## src/sv/grid_max_falling_path_sum_assert.svh

```systemverilog
`ifndef GRID_MAX_FALLING_PATH_SUM_ASSERT_SVH
`define GRID_MAX_FALLING_PATH_SUM_ASSERT_SVH

// same-cycle implication, held off during reset
`define GMFPS_ASSERT_IMP(lbl, ante, cons) \
    lbl: assert property (@(posedge i_clk) disable iff (!i_rst_n) (ante) |-> (cons)) \
        else $error("gmfps assertion failed");

// next-cycle implication, held off during reset
`define GMFPS_ASSERT_NXT(lbl, ante, cons) \
    lbl: assert property (@(posedge i_clk) disable iff (!i_rst_n) (ante) |=> (cons)) \
        else $error("gmfps assertion failed");

`endif

```

## src/sv/gmfps_pkg.sv

```systemverilog
package gmfps_pkg;

    localparam int SUM_BITS   = 22;
    localparam int COL_BITS   = 7;
    localparam int SIZE_BITS  = 7;
    localparam int RESET_SIZE = 64;

    // position of the next cell within the grid
    typedef struct packed {
        logic first_row;
        logic last_row;
        logic first_col;
        logic second_col;
        logic last_col;
        logic ahead_ok;
        logic grid_end;
    } t_pos;

endpackage

```

## src/sv/grid_max_falling_path_sum.sv

```systemverilog
// Maximum falling path sum over a square grid.
// Input channel: one signed cell per word (i_valid / o_stall), row-major order.
// Output channel: one word per grid (o_valid / i_stall), carrying the largest
// bottom-row path sum and its 1-based column, lowest column on a tie.
// Config channel (i_cfg_valid / o_cfg_ready, always ready): grid size; zero is
// taken as 1, anything above MAX_N as MAX_N. A write restarts the grid.
// Throughput: one cell per cycle. The row of sums lives in a single RAM with
// one write port and one read port; each cell writes its own column and
// reads two columns ahead, so the window for the next cell is ready in time.
// The first two columns of each new row come from registers, not the RAM.
// Latency: the result word is valid the cycle after the last cell is taken.
// When the receiver stalls, the result waits in the output register and
// cells keep flowing; only the last cell of the next grid is held off until
// that result has gone.
// Reset: grid size 64 (clamped to MAX_N), position row 0 column 0, no result
// pending. The RAM is not cleared; a value read before it is written is never used.
module grid_max_falling_path_sum #(
    parameter int MAX_N     = 64,
    parameter int CELL_BITS = 16
) (
    input  logic                                  i_clk,
    input  logic                                  i_rst_n,
    input  logic                                  i_valid,
    output logic                                  o_stall,
    input  logic signed [CELL_BITS-1:0]           i_cell_value,
    output logic                                  o_valid,
    input  logic                                  i_stall,
    output logic signed [gmfps_pkg::SUM_BITS-1:0] o_best_sum,
    output logic [gmfps_pkg::COL_BITS-1:0]        o_best_column,
    input  logic                                  i_cfg_valid,
    output logic                                  o_cfg_ready,
    input  logic [gmfps_pkg::SIZE_BITS-1:0]       i_cfg_data
);

    import gmfps_pkg::*;

    localparam int IW = (MAX_N > 1) ? $clog2(MAX_N) : 1;
    localparam int CW = $clog2(MAX_N + 1);
    localparam int SW = CELL_BITS + $clog2(MAX_N) + 1;
    localparam int RST_N = (RESET_SIZE > MAX_N) ? MAX_N : RESET_SIZE;

    logic [CW-1:0]            r_size, n_size;
    logic                     w_cfg_acc;
    logic                     w_in_acc;
    logic                     w_out_acc;
    logic [IW-1:0]            w_col;
    t_pos                     pos;

    logic signed [SW-1:0]     w_cell;
    logic signed [SW-1:0]     w_ram_rdata;
    logic [SW-1:0]            w_rdata_raw;
    logic signed [SW-1:0]     w_b;
    logic signed [SW-1:0]     w_best;
    logic signed [SW-1:0]     w_sum;
    logic signed [SW-1:0]     w_first0;
    logic signed [SW-1:0]     w_first1;
    logic [IW:0]              w_raddr_wide;

    logic signed [SW-1:0]     r_left, n_left;
    logic signed [SW-1:0]     r_cur, n_cur;
    logic signed [SW-1:0]     r_nxt, n_nxt;
    logic                     r_fresh, n_fresh;
    logic signed [SW-1:0]     r_first0;
    logic signed [SW-1:0]     r_first1;
    logic signed [SW-1:0]     r_best, n_best;
    logic [IW-1:0]            r_bcol, n_bcol;
    logic                     r_out_valid, n_out_valid;
    logic signed [SUM_BITS-1:0] r_out_sum;
    logic [COL_BITS-1:0]      r_out_col;

    // config
    assign o_cfg_ready = 1'b1;
    assign w_cfg_acc   = i_cfg_valid && o_cfg_ready;

    always_comb begin
        if ((CW + SIZE_BITS)'(i_cfg_data) > (CW + SIZE_BITS)'(MAX_N)) begin
            n_size = CW'(MAX_N);
        end else if (i_cfg_data == '0) begin
            n_size = CW'(1);
        end else begin
            n_size = CW'(i_cfg_data);
        end
    end

    always_ff @(posedge i_clk) begin
        if (!i_rst_n) begin
            r_size <= CW'(RST_N);
        end else if (w_cfg_acc) begin
            r_size <= n_size;
        end
    end

    // handshakes
    assign o_stall   = r_out_valid && i_stall && pos.grid_end;
    assign w_in_acc  = i_valid && !o_stall;
    assign w_out_acc = r_out_valid && !i_stall;

    gmfps_seq #(
        .MAX_N(MAX_N)
    ) u_seq (
        .i_clk    (i_clk),
        .i_rst_n  (i_rst_n),
        .i_restart(w_cfg_acc),
        .i_adv    (w_in_acc),
        .i_size   (r_size),
        .o_col    (w_col),
        .o_pos    (pos)
    );

    assign w_raddr_wide = (IW + 1)'(w_col) + (IW + 1)'(2);

    gmfps_ram #(
        .WIDTH(SW),
        .DEPTH(MAX_N)
    ) u_ram (
        .i_clk  (i_clk),
        .i_we   (w_in_acc),
        .i_waddr(w_col),
        .i_wdata(w_sum),
        .i_re   (w_in_acc && pos.ahead_ok),
        .i_raddr(w_raddr_wide[IW-1:0]),
        .o_rdata(w_rdata_raw)
    );

    assign w_ram_rdata = $signed(w_rdata_raw);

    // window: r_left = above-left, r_cur = above, w_b = above-right
    assign w_cell = {{(SW - CELL_BITS){i_cell_value[CELL_BITS-1]}}, i_cell_value};
    assign w_b    = r_fresh ? w_ram_rdata : r_nxt;

    always_comb begin
        w_best = r_cur;
        if (!pos.first_col && (r_left > w_best)) begin
            w_best = r_left;
        end
        if (!pos.last_col && (w_b > w_best)) begin
            w_best = w_b;
        end
        w_sum = pos.first_row ? w_cell : w_best + w_cell;
    end

    assign w_first0 = pos.first_col  ? w_sum : r_first0;
    assign w_first1 = pos.second_col ? w_sum : r_first1;

    always_comb begin
        n_left  = r_left;
        n_cur   = r_cur;
        n_nxt   = r_nxt;
        n_fresh = 1'b0;
        if (w_cfg_acc) begin
            n_left = '0;
        end else if (w_in_acc) begin
            if (pos.last_col) begin
                n_left = '0;
                n_cur  = w_first0;
                n_nxt  = w_first1;
            end else begin
                n_left  = r_cur;
                n_cur   = w_b;
                n_nxt   = w_b;
                n_fresh = pos.ahead_ok;
            end
        end else if (r_fresh) begin
            n_nxt = w_ram_rdata;
        end
    end

    always_comb begin
        n_best = r_best;
        n_bcol = r_bcol;
        if (pos.last_row && (pos.first_col || (w_sum > r_best))) begin
            n_best = w_sum;
            n_bcol = w_col;
        end
    end

    always_comb begin
        n_out_valid = r_out_valid;
        if (w_in_acc && pos.grid_end) begin
            n_out_valid = 1'b1;
        end else if (w_out_acc) begin
            n_out_valid = 1'b0;
        end
    end

    always_ff @(posedge i_clk) begin
        if (!i_rst_n) begin
            r_left      <= '0;
            r_fresh     <= 1'b0;
            r_best      <= '0;
            r_bcol      <= '0;
            r_out_valid <= 1'b0;
        end else begin
            r_left      <= n_left;
            r_fresh     <= n_fresh;
            r_out_valid <= n_out_valid;
            if (w_cfg_acc) begin
                r_best <= '0;
                r_bcol <= '0;
            end else if (w_in_acc) begin
                r_best <= n_best;
                r_bcol <= n_bcol;
            end
        end
    end

    always_ff @(posedge i_clk) begin
        r_cur <= n_cur;
        r_nxt <= n_nxt;
        if (w_in_acc) begin
            r_first0 <= w_first0;
            r_first1 <= w_first1;
        end
        if (w_in_acc && pos.grid_end) begin
            r_out_sum <= SUM_BITS'(n_best);
            r_out_col <= COL_BITS'((IW + 1)'(n_bcol) + (IW + 1)'(1));
        end
    end

    assign o_valid       = r_out_valid;
    assign o_best_sum    = r_out_sum;
    assign o_best_column = r_out_col;

`include "grid_max_falling_path_sum_assert.svh"

    `GMFPS_ASSERT_IMP(a_no_result_overrun, r_out_valid && i_stall && pos.grid_end, !w_in_acc)
    `GMFPS_ASSERT_NXT(a_result_follows, w_in_acc && pos.grid_end, o_valid)
    `GMFPS_ASSERT_IMP(a_size_range, 1'b1, (r_size != '0) && (r_size <= CW'(MAX_N)))
    `GMFPS_ASSERT_IMP(a_fresh_after_accept, r_fresh, $past(w_in_acc))

endmodule

```

## src/sv/gmfps_ram.sv

```systemverilog
module gmfps_ram #(
    parameter int WIDTH = 23,
    parameter int DEPTH = 64
) (
    input  logic                                    i_clk,
    input  logic                                    i_we,
    input  logic [((DEPTH > 1) ? $clog2(DEPTH) : 1)-1:0] i_waddr,
    input  logic [WIDTH-1:0]                        i_wdata,
    input  logic                                    i_re,
    input  logic [((DEPTH > 1) ? $clog2(DEPTH) : 1)-1:0] i_raddr,
    output logic [WIDTH-1:0]                        o_rdata
);

    logic [WIDTH-1:0] r_mem [0:DEPTH-1];
    logic [WIDTH-1:0] r_rdata;

    always_ff @(posedge i_clk) begin
        if (i_we) begin
            r_mem[i_waddr] <= i_wdata;
        end
        if (i_re) begin
            r_rdata <= r_mem[i_raddr];
        end
    end

    assign o_rdata = r_rdata;

endmodule

```

## src/sv/gmfps_seq.sv

```systemverilog
module gmfps_seq #(
    parameter int MAX_N = 64
) (
    input  logic                                i_clk,
    input  logic                                i_rst_n,
    input  logic                                i_restart,
    input  logic                                i_adv,
    input  logic [$clog2(MAX_N + 1)-1:0]        i_size,
    output logic [((MAX_N > 1) ? $clog2(MAX_N) : 1)-1:0] o_col,
    output gmfps_pkg::t_pos                     o_pos
);

    import gmfps_pkg::*;

    localparam int IW = (MAX_N > 1) ? $clog2(MAX_N) : 1;
    localparam int CW = $clog2(MAX_N + 1);

    logic [IW-1:0] r_col, n_col;
    logic [IW-1:0] r_row, n_row;
    logic [CW-1:0] w_size_m1;
    logic [CW:0]   w_ahead;
    t_pos          w_pos;

    assign w_size_m1 = i_size - CW'(1);
    assign w_ahead   = (CW + 1)'(r_col) + (CW + 1)'(2);

    always_comb begin
        w_pos.first_row  = (r_row == '0);
        w_pos.last_row   = (CW'(r_row) == w_size_m1);
        w_pos.first_col  = (r_col == '0);
        w_pos.second_col = (r_col == IW'(1));
        w_pos.last_col   = (CW'(r_col) == w_size_m1);
        w_pos.ahead_ok   = (w_ahead < (CW + 1)'(i_size));
        w_pos.grid_end   = w_pos.last_row && w_pos.last_col;
    end

    always_comb begin
        n_col = r_col;
        n_row = r_row;
        if (i_restart) begin
            n_col = '0;
            n_row = '0;
        end else if (i_adv) begin
            if (w_pos.last_col) begin
                n_col = '0;
                n_row = w_pos.last_row ? '0 : r_row + IW'(1);
            end else begin
                n_col = r_col + IW'(1);
            end
        end
    end

    always_ff @(posedge i_clk) begin
        if (!i_rst_n) begin
            r_col <= '0;
            r_row <= '0;
        end else begin
            r_col <= n_col;
            r_row <= n_row;
        end
    end

    assign o_col = r_col;
    assign o_pos = w_pos;

`include "grid_max_falling_path_sum_assert.svh"

    `GMFPS_ASSERT_IMP(a_col_in_grid, 1'b1, CW'(r_col) <= w_size_m1)
    `GMFPS_ASSERT_IMP(a_row_in_grid, 1'b1, CW'(r_row) <= w_size_m1)

endmodule

```

## config.mk

```make
export PLATFORM = sky130hd
export DESIGN_NAME = grid_max_falling_path_sum
export DESIGN_NICKNAME = d
export VERILOG_FILES = /design/src/sv/gmfps_pkg.sv /design/src/sv/grid_max_falling_path_sum.sv /design/src/sv/gmfps_ram.sv /design/src/sv/gmfps_seq.sv
export VERILOG_INCLUDE_DIRS = /design/src /design/src/sv
export SDC_FILE = /design/constraint.sdc
export NUM_CORES = 2
export LEC_CHECK = 0
export ABC_AREA = 1
export BUFFER_PORTS_ARGS = -buffer_cell sky130_fd_sc_hd__buf_2
export CORE_ASPECT_RATIO = 1.25
export CORE_MARGIN = 5
export CORE_UTILIZATION = 35
export CTS_BUF_LIST = sky130_fd_sc_hd__clkbuf_8
export CTS_CLUSTER_DIAMETER = 40
export CTS_CLUSTER_SIZE = 20
export DETAILED_ROUTE_END_ITERATION = 8
export GPL_TIMING_DRIVEN = 0
export SYNTH_ARGS = -nofsm -noshare
export SYNTH_HDL_FRONTEND = slang
export SYNTH_SLANG_ARGS = --single-unit
export TNS_END_PERCENT = 30
```

## constraint.sdc

```tcl
create_clock -name i_clk -period 22.7 [get_ports i_clk]
set_clock_uncertainty 0.05 [all_clocks]
set_input_delay 4.54 -clock i_clk [delete_from_list [all_inputs] [get_ports i_clk]]
set_output_delay 4.54 -clock i_clk [all_outputs]
set_load 0.005 [all_outputs]
```

# Word level (Yosys, flattened, before mapping)
# Memory sizes are Yosys's and may differ from the RTL's. A register that Yosys moved wholly into a read port is not among the register bits.
# Index checks and enable logic that the tools add are counted.
dict set report totals {
  ramBits 1472
  output_inout_bits 32
  input_bits 28
  memories 1
  reg_bits 194
  word_cells 78
}
dict set report classes {
  n_bitwise 3
  addsub 7
  magnitude_cmp 5
  reduce_logical 24
  eq_ne 3
  muxes 20
}
# memory words width rd rd_ports_with_merged_regs wr line
set memory_table {}
lappend memory_table {u_ram.r_mem 64 23 1 1 1 gmfps_ram.sv:14} ;# logic [WIDTH-1:0] r_mem [0:DEPTH-1];
# cell n
set ops {}
lappend ops {{$mux 23} 10}
lappend ops {{$gt 23x23->1} 3}
lappend ops {{$add 23x16->23} 1}
lappend ops {{$mux 22} 1}
lappend ops {{$mux 6} 3}
lappend ops {{$eq 6x7->1} 2}
lappend ops {{$mux 7} 2}
lappend ops {{$add 6x1->6 const B} 2}
lappend ops {{$logic_not 6->1} 2}
lappend ops {{$logic_and 1x1->1} 10}
lappend ops {{$lt 8x7->1} 1}
lappend ops {{$add 6x1->7 const B} 1}
lappend ops {{$add 6x2->7 const B} 1}
lappend ops {{$gt 7x7->1 const B} 1}
lappend ops {{$logic_not 7->1} 1}
lappend ops {{$sub 7x1->7 const B} 1}
lappend ops {{$add 6x2->6 const B} 1}
lappend ops {{$eq 6x1->1 const B} 1}
lappend ops {{$reduce_and 2->1} 3}
lappend ops {{$logic_not 1->1} 4}
lappend ops {{$mux 1} 4}
lappend ops {{$reduce_or 4->1} 1}
lappend ops {{$not 1->1} 3}
lappend ops {{$reduce_bool 2->1} 1}
lappend ops {{2 further kinds} 2}

# Longest topological paths before layout
dict set report depth {
  depth_word 14
  mapped_depth 65
  depth_no_buf 63
}

# Cells and area by module
# Synthesis repeated with hierarchy kept, for this count alone.
dict set report hier_totals {
  cells_unflattened 6632
  area_unflattened_um2 72625.9
}
# module n_inst cells_per_inst seq_area_each_um2 area_per_inst_um2
set modules_own_cells {}
lappend modules_own_cells {gmfps_ram 1 5014 44893.1 60165.2}
lappend modules_own_cells {grid_max_falling_path_sum 1 1394 4854.7 11133.2}
lappend modules_own_cells {gmfps_seq 1 224 240.2 1327.5}

# Least setup slack after synthesis
# Ideal clock, no wire load.
dict set report synth_path {
  path_type {input to output}
  from {in i_stall}
  to {out o_stall}
  path_slack_ns 13.254
  cell_stages 4
  required_ns 18.110
  arrival_time_ns 4.856
  path_buffers 0
  path_cell_list {nand2_1 inv_1 nand2_2 nor2_4}
}
dict set report synth_via {
  elab_chain_cells 2
}
# element line
set synth_lines {}
lappend synth_lines {{start: declaration} grid_max_falling_path_sum.sv:27} ;# input logic i_stall,
lappend synth_lines {{$logic_and 1x1->1 (2 in a row)} grid_max_falling_path_sum.sv:94} ;# assign o_stall = r_out_valid && i_stall && pos.grid_end;
lappend synth_lines {{end: declaration} grid_max_falling_path_sum.sv:24} ;# output logic o_stall,
# No other way between the ends.

# Final worst setup path
dict set report layout_path {
  from {reg u_seq.r_col[0], in the netlist u_seq.o_col[0]}
  to {reg r_out_col[4], in the netlist o_best_column[4] (data pin)}
}
dict set report layout_via {
  elab_chain_cells 14
  elab_cells_between_ends 16
  classes_between {add/sub (2); order compare (2); eq/ne (1); mux (4); reduce/logical (7)}
}
# element line
set layout_lines {}
lappend layout_lines {{start: declaration} gmfps_seq.sv:18} ;# logic [IW-1:0] r_col, n_col;
lappend layout_lines {{start signal: assignment} gmfps_seq.sv:58} ;# r_col <= n_col;
lappend layout_lines {{$logic_not 6->1} gmfps_seq.sv:30} ;# w_pos.first_col = (r_col == '0);
lappend layout_lines {{$logic_not 1->1} grid_max_falling_path_sum.sv:133} ;# if (!pos.first_col && (r_left > w_best)) begin
lappend layout_lines {{$logic_and 1x1->1} grid_max_falling_path_sum.sv:133}
lappend layout_lines {{$mux 23} grid_max_falling_path_sum.sv:133}
lappend layout_lines {{$gt 23x23->1} grid_max_falling_path_sum.sv:136} ;# if (!pos.last_col && (w_b > w_best)) begin
lappend layout_lines {{$logic_and 1x1->1} grid_max_falling_path_sum.sv:136}
lappend layout_lines {{$mux 23 (*)} grid_max_falling_path_sum.sv:136}
lappend layout_lines {{$add 23x16->23 (*)} grid_max_falling_path_sum.sv:139} ;# w_sum = pos.first_row ? w_cell : w_best + w_cell;
lappend layout_lines {{$mux 23 (*)} grid_max_falling_path_sum.sv:139}
lappend layout_lines {{named net u_ram.i_wdata[22]} gmfps_ram.sv:8} ;# input logic [WIDTH-1:0] i_wdata,
lappend layout_lines {{$gt 23x23->1 (*)} grid_max_falling_path_sum.sv:171} ;# if (pos.last_row && (pos.first_col || (w_sum > r_best))) begin
lappend layout_lines {{$logic_or 1x1->1 (*)} grid_max_falling_path_sum.sv:171}
lappend layout_lines {{$logic_and 1x1->1 (*)} grid_max_falling_path_sum.sv:171}
lappend layout_lines {{$mux 6 (*)} grid_max_falling_path_sum.sv:171}
lappend layout_lines {{named net n_bcol[1]} grid_max_falling_path_sum.sv:66} ;# logic [IW-1:0] r_bcol, n_bcol;
lappend layout_lines {{$add 6x1->7 (*)} grid_max_falling_path_sum.sv:216} ;# r_out_col <= COL_BITS'((IW + 1)'(n_bcol) + (IW + 1)'(1));
lappend layout_lines {{end signal: assignment} grid_max_falling_path_sum.sv:216}
lappend layout_lines {{end: declaration} grid_max_falling_path_sum.sv:69} ;# logic [COL_BITS-1:0] r_out_col;
# The timed path passes the listed nets; every way through them passes the cells marked *.
# A chain may end at the register's enable or synchronous reset.

==> results by group <==
Worst hold path
  – Min-delay worst type: register to register
  – Hold depth: 2

Critical path
  – Largest delay share family, worst path: buffers and inverters
  – CP max stage delay: between 0.7 and 0.8 ns
  – Kind of critical path: register to register
  – WP buf/inv: 12
  – CP Data Required Time: between 20 and 25 ns
  – WP depth: 50
  – Cell repeated most along the worst path: nand2_1
  – Slowest CP cell: buf_1
  – Crit. End Element: register
  – Worst-path fanout max: 42
  – CP arrival: 14.56 ns
  – Reg2reg path depth: 50
  – Startpoint types: register

Synth
  – Synth warn: 0
  – Synth area leaders: edfxtp_1 69%, o21ai_0 7.6%, nor2_1 5.9%
  – Post-synth top area share: 68.83%
  – Post-synth top flop: edfxtp_1
  – Flops & latches, synth: 1689
  – Most frequent cell after synthesis: edfxtp_1
  – Mapped Avg Cell Area: approximately 12 um2
  – Synth Cell Area: 70510 um2
  – Syn nets: 6066
  – Post-synth EDFFs: 1616
  – Mapped Cells: about 6000
  – Distinct cells, synth: 53
  – Async SR Flop Fraction: 0%
  – Sequential-to-total area share from yosys stat: between 70% and 80%
  – Most frequent cells after synthesis: 1616 x edfxtp_1, 1115 x nor2_1, 1068 x o21ai_0, 539 x nand2_1, 388 x o22ai_1
  – Area leader, netlist: edfxtp_1

Final layout
  – Multi-input logic area: 18760 um2
  – Final design utilization: 40.59%
  – Layout cell share with drive strength beyond 1: approximately 10%
  – Layout fillers: 19048
  – Total area of sequential cells: 49990 um2
  – Layout area overhead: 15.58%
  – Fin nets: approximately 6400

Place
  – Final HPWL DP: 216.4 mm
  – RePlAce Congestion: ~1.1
  – Port-buffer cells: 58
  – Pre-CTS WS: 8.948 ns

Clock network
  – Hold buffers post-CTS: 0
  – CTS clk-pin slew, worst paths: approximately 0.07 ns
  – Clk_lat worst skew: 1.04 ns
  – CTS H-tree depth: 4
  – Postcts setup bufs: 0
  – Clock Sinks: around 1700
  – Num CTS Buffers: 202
  – CTS root buf: clkbuf_8
  – TritonCTS clock tree: yes
  – CTS-repair resized insts: 0
  – Clock tree buffer depth: 3

Floorplanning
  – Top Ports: 60
  – Core Rows: 184
  – Core footprint: 200800 um2
  – Die span in x: 411.4 um
  – Die Y: 511.8 um
  – Initial core utilization: a little over a third
  – Die footprint: 210600 um2

Drt
  – Routed WL: 301.2 mm
  – Router iterations before antenna repair: 6
  – Via density: around 6
  – Vias: 53438
  – Final ANT Viol Nets: 0
  – # DRC: 0
  – Wire length per cell: 32.86 um
  – DR iter-0 viols: 8017

GRT
  – GR Util met2: 42.47%
  – Overflow after GRT: 0
  – Antenna violations before repair: 25
  – Global-route wire length before repair: 402.8 mm
  – Vias in the first global route: 49613
  – Grt met3 use: approximately 5.7%
  – Largest net degree at the start of global routing: 66
  – Met1 usage: around a third
  – Total GRT Usage: between 20% and 30%
  – Gr busiest metal: met2

Run
  – Max-cap viol count: 2

STA
  – Fin. max-slew vios: 7
  – Worst hold margin: 0.4178 ns
  – Final min period: around 14 ns
  – Fin crit share: about 61%
  – Final number of hold-violating endpoints: 0
  – Post-route setup TNS: 0 ns
  – Final WS setup: 8.801 ns
  – Fmax achieved: between 70 and 80 MHz
  – Unrepaired setup endpoints after global routing: false
  – Relative max-transition margin: -1.507%
  – Slew @ Worst Pin: 1.512 ns
  – Setup violators final: 0

Power
  – Maximum VDD drop: 0.06364 mV
  – Combinational share of power: 10.0%
  – Switch Pwr: about 1.8 mW
  – Clock power frac: a little under two fifths
  – Pwr per Cell Area: slightly above 80 nW/um2
  – Static Leak: 27.08 nW
  – Int Pwr: 4.706 mW
  – Sequential share of power: 52.5%
  – Sw frac: 28.21%

Run status
  – Failing checks: capacitance limit, slew limit
  – Status: finished with violations
worst min-delay path: stages (launching register included):
cell and delay, ns:
dfxtp_1 0.30, inv_1 0.06, a21oi_1 0.06
worst paths after layout:
| check | from | endpoint | slack [ns] |
|---|---|---|---|
| max | u_seq.o_col[0]$_SDFFE_PP0P_ | o_best_column[4]$_DFFE_PP_ | 8.80 |
| min | r_bcol[4]$_SDFFE_PP0P_ | r_bcol[4]$_SDFFE_PP0P_ | 0.42 |
| max reg2reg | u_seq.o_col[0]$_SDFFE_PP0P_ | o_best_column[4]$_DFFE_PP_ | 8.80 |
| min reg2reg | r_bcol[4]$_SDFFE_PP0P_ | r_bcol[4]$_SDFFE_PP0P_ | 0.42 |
through the flow:
step,cell area (um2),total power [mW],cells
finish,81490,6.556,9167
global route,81460,6.736,9156
CTS,81460,6.554,9155
detailed placement,76770,4.152,8773
global placement,74170,4.136,8683
floorplan,70510,3.840,5928
placed cells by master (no fill, tap or decap), drive strengths merged, types with 11 or more instances in the layout:
cell / count
edfxtp: 1616
nor2: 1121
o21ai: 1091
nand2: 543
clkbuf: 533
o22ai: 388
inv: 282
buf: 195
a21oi: 111
ha: 109
dfxtp: 73
clkinv: 65
nand3: 56
o211ai: 37
o221ai: 35
o32ai: 30
clkinvlp: 22
nand4: 20
bufinv: 17
o21bai: 16
xor2: 15
diode: 12
o311ai: 11
power groups by stage:
| stage | Sequential [mW] | Clock [mW] | Combinational [mW] |
|---|---|---|---|
| finish | 3.44 | 2.46 | 0.658 |
| detailed placement | 3.51 | 0 | 0.639 |
| floorplan | 3.51 | 0 | 0.327 |
| global route | 3.44 | 2.61 | 0.685 |
| CTS | 3.44 | 2.47 | 0.641 |
| global placement | 3.52 | 0 | 0.615 |
per-layer routing:
| metal | part of all wire [%] | routed length, um | up-vias |
|---|---|---|---|
| met2 | 44 | 133700 | 3562 |
| met4 | 9.7 | 29190 | 4 |
| met3 | 10 | 30720 | 826 |
| met5 | 0.011 | 33 | - |
| met1 | 36 | 107600 | 26614 |
| li1 | - | - | 22432 |
logic make-up (layout without fill, tap and decap cells):
kind of cell | after synthesis | count (layout) | share of synthesized area (%)
DFF | 1689 | 1689 | 70.90
other | 1 | 13 | 0.005319
buffers and inverters | 584 | 1114 | 3.194
AOI/OAI and AO/OA | 1752 | 1752 | 13.85
muxes | 2 | 2 | 0.02839
and+or+nand+nor | 1768 | 1768 | 9.769
adders and majority gates | 110 | 110 | 1.963
xor gates and xnor gates | 22 | 22 | 0.2928
layout make-up:
class	instances	share of cell area (%)
sequential	1689	61.34
buffer	378	1.819
multi-input combinational	3655	23.02
inverter	206	1.007
tap	2697	4.141
clock buffer	202	3.412
clock inverter	180	2.346
antenna	12	0.03685
timing repair buffer	148	2.877
sequential cells by signal (all words and copies together) (netlist names):
signal	cells
u_seq.o_col	6
r_size	7
r_first1	23
o_best_column	7
r_nxt	23
o_best_sum	22
r_first0	23
r_cur	23
r_left	23
r_fresh	1
u_ram.r_mem	1472
r_best	23
u_seq.r_row	6
o_valid	1
r_bcol	6
u_ram.o_rdata	23
Note: power is estimated with default switching activity, not from simulation.
